File: src/hdl/sle_pkg.sv
// Package for the sorted list engine.
// Holds the action and status codes and the sequencer state type.
// No dependencies.
package sle_pkg;

  typedef enum logic [1:0] {
    ACT_INSERT    = 2'd0,
    ACT_REMOVE    = 2'd1,
    ACT_READ_ASC  = 2'd2,
    ACT_READ_DESC = 2'd3
  } action_t;

  typedef enum logic [1:0] {
    ST_OK       = 2'd0,
    ST_FULL     = 2'd1,
    ST_NOTFOUND = 2'd2,
    ST_EMPTY    = 2'd3
  } status_t;

  typedef enum logic [2:0] {
    S_IDLE,
    S_INS,
    S_PUT,
    S_REM,
    S_READ,
    S_RESP
  } state_t;

endpackage

File: src/hdl/sorted_list_engine.sv
// Top level of the sorted list engine: sequencer, entry memory and output register.
// Depends on sle_pkg.
//
// The engine keeps up to DEPTH signed 32-bit values in ascending order in a
// single-port-write, registered-read memory and takes one input beat at a time.
// An insert walks down from the highest entry, moving each entry not smaller than
// the new value up by one, and skips the walk when the list is full or empty.
// A remove walks up from the lowest entry, moving each entry after the match
// down by one, and skips the walk on an empty list. A readout streams one
// result beat per cycle after a registered memory read, while the output side
// keeps taking beats. Each memory access is one read and one write per cycle.
// The next input beat is taken once the final result beat of the current one
// sits in the output register. No clearing pass is needed after reset.
module sorted_list_engine
  import sle_pkg::*;
#(
  parameter int DEPTH = 16
) (
  input  logic               clk,
  input  logic               rst,
  input  logic               in_valid,
  output logic               in_ready,
  input  logic [1:0]         action,
  input  logic signed [31:0] value,
  output logic               out_valid,
  input  logic               out_ready,
  output logic signed [31:0] item_value,
  output logic [1:0]         status,
  output logic               last
);

  localparam int AW = $clog2(DEPTH);
  localparam int CW = $clog2(DEPTH + 1);

  logic signed [31:0] mem [DEPTH];
  logic signed [31:0] q;

  state_t             state, state_next;
  logic [AW-1:0]      idx, idx_next;
  logic [CW-1:0]      cnt, cnt_next;
  logic [CW-1:0]      k, k_next;
  logic               found, found_next;
  action_t            op, op_next;
  logic signed [31:0] val, val_next;
  status_t            resp, resp_next;

  logic               we;
  logic [AW-1:0]      waddr;
  logic signed [31:0] wdata;
  logic               re;
  logic [AW-1:0]      raddr;

  logic               out_free;
  logic               out_load;
  logic signed [31:0] out_item;
  status_t            out_st;
  logic               out_last;

  logic [CW-1:0]      cnt_m1;
  logic [AW-1:0]      last_idx;
  logic               hit;

  assign out_free = !out_valid || out_ready;
  assign cnt_m1   = cnt - CW'(1);
  assign last_idx = cnt_m1[AW-1:0];
  assign hit      = found || (q == val);

  always_ff @(posedge clk) begin
    if (we) begin
      mem[waddr] <= wdata;
    end
    if (re) begin
      q <= mem[raddr];
    end
  end

  always_ff @(posedge clk) begin
    if (rst) begin
      state <= S_IDLE;
      cnt   <= '0;
      found <= 1'b0;
      k     <= '0;
      idx   <= '0;
      op    <= ACT_INSERT;
      resp  <= ST_OK;
    end else begin
      state <= state_next;
      cnt   <= cnt_next;
      found <= found_next;
      k     <= k_next;
      idx   <= idx_next;
      op    <= op_next;
      resp  <= resp_next;
    end
    val <= val_next;
  end

  always_ff @(posedge clk) begin
    if (rst) begin
      out_valid <= 1'b0;
    end else if (out_load) begin
      out_valid <= 1'b1;
    end else if (out_ready) begin
      out_valid <= 1'b0;
    end
    if (out_load) begin
      item_value <= out_item;
      status     <= out_st;
      last       <= out_last;
    end
  end

  always_comb begin
    state_next = state;
    idx_next   = idx;
    cnt_next   = cnt;
    found_next = found;
    k_next     = k;
    op_next    = op;
    val_next   = val;
    resp_next  = resp;
    we         = 1'b0;
    waddr      = idx;
    wdata      = q;
    re         = 1'b0;
    raddr      = idx;
    in_ready   = 1'b0;
    out_load   = 1'b0;
    out_item   = '0;
    out_st     = resp;
    out_last   = 1'b1;

    case (state)
      S_IDLE: begin
        in_ready = 1'b1;
        if (in_valid) begin
          op_next  = action_t'(action);
          val_next = value;
          case (action_t'(action))
            ACT_INSERT: begin
              if (cnt == CW'(DEPTH)) begin
                resp_next  = ST_FULL;
                state_next = S_RESP;
              end else if (cnt == '0) begin
                we         = 1'b1;
                waddr      = '0;
                wdata      = value;
                cnt_next   = cnt + CW'(1);
                resp_next  = ST_OK;
                state_next = S_RESP;
              end else begin
                re         = 1'b1;
                raddr      = last_idx;
                idx_next   = last_idx;
                state_next = S_INS;
              end
            end
            ACT_REMOVE: begin
              if (cnt == '0) begin
                resp_next  = ST_NOTFOUND;
                state_next = S_RESP;
              end else begin
                re         = 1'b1;
                raddr      = '0;
                idx_next   = '0;
                found_next = 1'b0;
                state_next = S_REM;
              end
            end
            default: begin
              if (cnt == '0) begin
                resp_next  = ST_EMPTY;
                state_next = S_RESP;
              end else begin
                re         = 1'b1;
                raddr      = (action_t'(action) == ACT_READ_ASC) ? '0 : last_idx;
                idx_next   = raddr;
                k_next     = '0;
                state_next = S_READ;
              end
            end
          endcase
        end
      end

      S_INS: begin
        we    = 1'b1;
        waddr = idx + AW'(1);
        if (q >= val) begin
          wdata = q;
          if (idx == '0) begin
            state_next = S_PUT;
          end else begin
            idx_next = idx - AW'(1);
            re       = 1'b1;
            raddr    = idx - AW'(1);
          end
        end else begin
          wdata      = val;
          cnt_next   = cnt + CW'(1);
          resp_next  = ST_OK;
          state_next = S_RESP;
        end
      end

      S_PUT: begin
        we         = 1'b1;
        waddr      = idx;
        wdata      = val;
        cnt_next   = cnt + CW'(1);
        resp_next  = ST_OK;
        state_next = S_RESP;
      end

      S_REM: begin
        if (found) begin
          we    = 1'b1;
          waddr = idx - AW'(1);
          wdata = q;
        end
        found_next = hit;
        if (idx == last_idx) begin
          if (hit) begin
            cnt_next  = cnt_m1;
            resp_next = ST_OK;
          end else begin
            resp_next = ST_NOTFOUND;
          end
          state_next = S_RESP;
        end else begin
          idx_next = idx + AW'(1);
          re       = 1'b1;
          raddr    = idx + AW'(1);
        end
      end

      S_RESP: begin
        if (out_free) begin
          out_load   = 1'b1;
          out_st     = resp;
          state_next = S_IDLE;
        end
      end

      S_READ: begin
        if (out_free) begin
          out_load = 1'b1;
          out_item = q;
          out_st   = ST_OK;
          out_last = (k == cnt_m1);
          if (k == cnt_m1) begin
            state_next = S_IDLE;
          end else begin
            k_next   = k + CW'(1);
            idx_next = (op == ACT_READ_ASC) ? idx + AW'(1) : idx - AW'(1);
            re       = 1'b1;
            raddr    = idx_next;
          end
        end
      end

      default: begin
        state_next = S_IDLE;
      end
    endcase
  end

endmodule
File: config.mk
export PLATFORM = sky130hd
export DESIGN_NAME = sorted_list_engine
export DESIGN_NICKNAME = d
export VERILOG_FILES = /design/src/hdl/sle_pkg.sv /design/src/hdl/sorted_list_engine.sv
export SDC_FILE = /design/constraint.sdc
export NUM_CORES = 1
export LEC_CHECK = 0
export BUFFER_PORTS_ARGS = -buffer_cell sky130_fd_sc_hd__buf_2
export CORE_MARGIN = 4
export CORE_UTILIZATION = 40
export CTS_BUF_LIST = sky130_fd_sc_hd__clkbuf_8
export DETAILED_ROUTE_END_ITERATION = 8
export GPL_ROUTABILITY_DRIVEN = 0
export PLACE_DENSITY = 0.56
export SKIP_LAST_GASP = 1
export SLEW_MARGIN = 30
export SYNTH_ARGS = -nofsm -noshare
export SYNTH_HDL_FRONTEND = slang
export SYNTH_SLANG_ARGS = --single-unit
File: constraint.sdc
create_clock -name clk -period 5.1 [get_ports clk]
set_clock_uncertainty 0.1 [all_clocks]
set_input_delay 1.02 -clock clk [delete_from_list [all_inputs] [get_ports clk]]
set_output_delay 1.02 -clock clk [all_outputs]
set_load 0.02 [all_outputs]
==> impl_metrics.yaml <==
global_route:
  grt_pass1_vias: 15900
  grt_max_degree: 79
  grt_pass1_wl_microns: 106000
  antenna_found_initial: 1
  grt.total_usage: 0.201
  grt_overflow: 0
sta:
  drv_slew: 0
  worst_pin_slew_ns: 0.977
  setup_tns_ns: 0
  fmax_mhz: 211
  fin_crit_ns: 4.73
  setup_violations: 0
  slew_headroom: 0.349
  final-hold-violation-count: 0
  period_share: 0.927
  rsz0062_at_grt: "false"
  fin_ws_ns: 0.372
synth:
  ys_ff_latch: 634
  synthCells: 1861
  synth_area_sq_mm: 0.0268
  ys_async_sr_fraction: 0
  synthDistinctLibCells: 69
  yosysSeqAreaShare: 0.701
  synth.avg_cell_area_sq_um: 14.4
  synth_flop_cell: "edfxtp_1"
  synth-edff-count: 611
  syn_nets: 1936
  synth_warnings: 0
cts:
  clkLatencyLatePin_ns: 0.72
  clk_pin_slew_ns: 0.06
  cts_inserted_buffers: 101
  hold_buffers: 0
  numClockSinks: 634
  root_buffer: "clkbuf_8"
  htreeDepth: 3
  cts_resized: 0
  cts_setup_buffers: 0
  cts_tree: "yes"
  clockBufferDepth: 3
route:
  routed_wl_microns: 72400
  drc: 0
  via_per_inst: 5.55
  drtIter0Drc: 1588
  wl_per_cell_microns: 24.6
  via_count: 16300
  drt_first_pass_iters: 9
  ant_nets: 0
floorplanning:
  rows: 94
  die_x_microns: 267
  die_h_microns: 267
  boundaryPins: 75
  die-area_sq_mm: 0.0713
  core_area_sq_mm: 0.0661
  initial_utilization: 0.406
finish:
  layout-drive-gt1-share: 0.155
  nFillCells: 5806
  area_delta_synth_final_pct: 14.6
  fin_nets: 2068
pwr:
  power_density_mw_per_mm2: 711
  ir_worst_vdd_mv: 0.414
  power_uw: 21900
  p_leak_uw: 0.0114
worst_setup_path:
  worstSetupEndpoint: "q[27]$_DFFE_PP_"
  startpoint: "q[27]$_DFFE_PP_"
  path_class: "flop to flop"
  cp_max_fo: 37
  r2r-end: "q[27]$_DFFE_PP_"
  arrival_ns: 5.07
  reg2reg_slack_ns: 0.37
  end_kind: "flop"
  rr_worst_depth: 15
  reg2reg_from: "q[27]$_DFFE_PP_"
  start_kind: "flop"
  critPathRequiredTime_ns: 5.44
outcome:
  status: "finished, final reports clean"
placement:
  dpl.hpwl_microns: 40900
  numPortBuffers: 74
  place_ws_ns: 0.344
flow_run:
  drv_cap: 0
worst_hold_path:
  worst_hold_path_type: "flop to flop"
[logic make-up after synthesis]
kind of cell / after synthesis / synth area share
muxes: 201 / 0.0751
buffers and inverters: 184 / 0.0309
AOI/OAI and AO/OA: 266 / 0.0768
xor gates and xnor gates: 25 / 0.00988
and+or+nand+nor: 513 / 0.0892
adders and majority gates: 38 / 0.0176
DFF: 634 / 0.701
[how the worst min path moves through the flow]
stage / startpoint / to / slack (ns) / cells after the start
final: op[1]$_SDFFE_PP0P_ / op[1]$_SDFFE_PP0P_ / 0.36 / 2
after global routing: value[20] / val[20]$_DFFE_PP_ / 0.35 / 1
after CTS: value[7] / val[7]$_DFFE_PP_ / 0.33 / 1
after detailed placement: op[1]$_SDFFE_PP0P_ / op[1]$_SDFFE_PP0P_ / 0.36 / 2
after global placement: op[1]$_SDFFE_PP0P_ / op[1]$_SDFFE_PP0P_ / 0.34 / 2
after floorplan: op[1]$_SDFFE_PP0P_ / op[1]$_SDFFE_PP0P_ / 0.34 / 2
[worst max-delay path, cell delays in order (launching register included)]
cell and delay, ns:
edfxtp_1 0.47, ha_1 0.37, nand4_1 0.28, nor4_1 0.35, buf_4 0.16, nand4_1 0.23
a31oi_1 0.34, buf_4 0.19, or3_1 0.13, a211oi_1 0.10, nor3_2 0.43, buf_12 0.37
buf_4 0.36, mux2i_1 0.13, a22o_1 0.25, a41o_1 0.20
[cells in the final DEF, fill, tap and decap left out, types with 32 or more instances in the layout]
cell and n:
clkinv_1 33, buf_4 37, nor2b_1 41, and3_1 34, buf_2 74, nor2_1 41
a31oi_1 39, nand2_1 234, a21oi_1 37, inv_1 92, ha_1 37, a222oi_1 32
a211oi_1 35, clkbuf_8 102, edfxtp_1 611, mux2i_1 198, nand3_1 73
[stage by stage]
step	util	std cells	cell area [sq um]	hold slack (ns)
after floorplan	-	1861	26800	0.337
after global placement	0.436	2754	28800	0.344
after detailed placement	0.436	2754	28800	0.361
after CTS	0.465	2940	30800	0.327
after global routing	0.465	2941	30800	0.347
final	0.465	2941	30800	0.362
[power by group]
| part | internal [uW] | leakage, uW | switching, uW |
|---|---|---|---|
| combinational | 3390 | 0.00458 | 6180 |
| clock | 2190 | 0.00107 | 2050 |
| sequential | 7680 | 0.00576 | 365 |
| total | 13300 | 0.0114 | 8600 |
[layout make-up]
cell class,instances,area (sq um),area share
repair buffers,139,1210,0.0393
flip-flops and latches,634,18800,0.611
diodes,1,2.50,0.0000813
inverters,74,278,0.00903
clock inverters,84,559,0.0182
multi-input cells,1043,7420,0.241
well taps,864,1080,0.0351
clock buffers,102,1400,0.0456
[registers in the layout, indices dropped and copies added, names as in the netlist, 2 cells and up]
register,count
cnt,5
state,3
item_value,32
q,32
resp,2
mem,512
status,2
idx,4
k,5
op,2
val,32
[routing by layer]
metal | track usage | wire length [microns] | vias to the layer above
li1 | - | - | 7387
met1 | 0.272 | 31100 | 8177
met5 | 0 | 0 | -
met3 | 0.0460 | 5190 | 134
met2 | 0.324 | 34000 | 639
met4 | 0.0672 | 2130 | 0
[synthesized netlist by cell type (all sizes together) (3+ instances only)]
master / count / area share
buf: 54 / 0.013
nand3: 73 / 0.014
mux2: 3 / 0.0013
nand2b: 14 / 0.0033
nor3b: 3 / 0.0013
dfxtp: 23 / 0.017
inv: 74 / 0.010
a211oi: 36 / 0.011
nand4: 15 / 0.0035
nor2b: 42 / 0.0098
and2: 4 / 0.00093
a21boi: 3 / 0.0013
or2: 5 / 0.0012
or3: 5 / 0.0012
a31oi: 39 / 0.0091
a22o: 31 / 0.010
nor2: 61 / 0.0086
a222oi: 32 / 0.012
or3b: 3 / 0.00098
o21ai: 24 / 0.0045
o211ai: 3 / 0.0010
edfxtp: 611 / 0.68
nand2: 235 / 0.033
xnor2: 10 / 0.0040
xor2: 13 / 0.0042
ha: 37 / 0.017
o22ai: 3 / 0.00070
a21o: 4 / 0.0011
nor4: 3 / 0.00070
mux2i: 198 / 0.074
and3: 34 / 0.0079
a21oi: 38 / 0.0071
clkbuf: 56 / 0.0078
nor3: 14 / 0.0028
a41o: 31 / 0.012
o31ai: 3 / 0.0010
(Power assumes the default switching activity.)
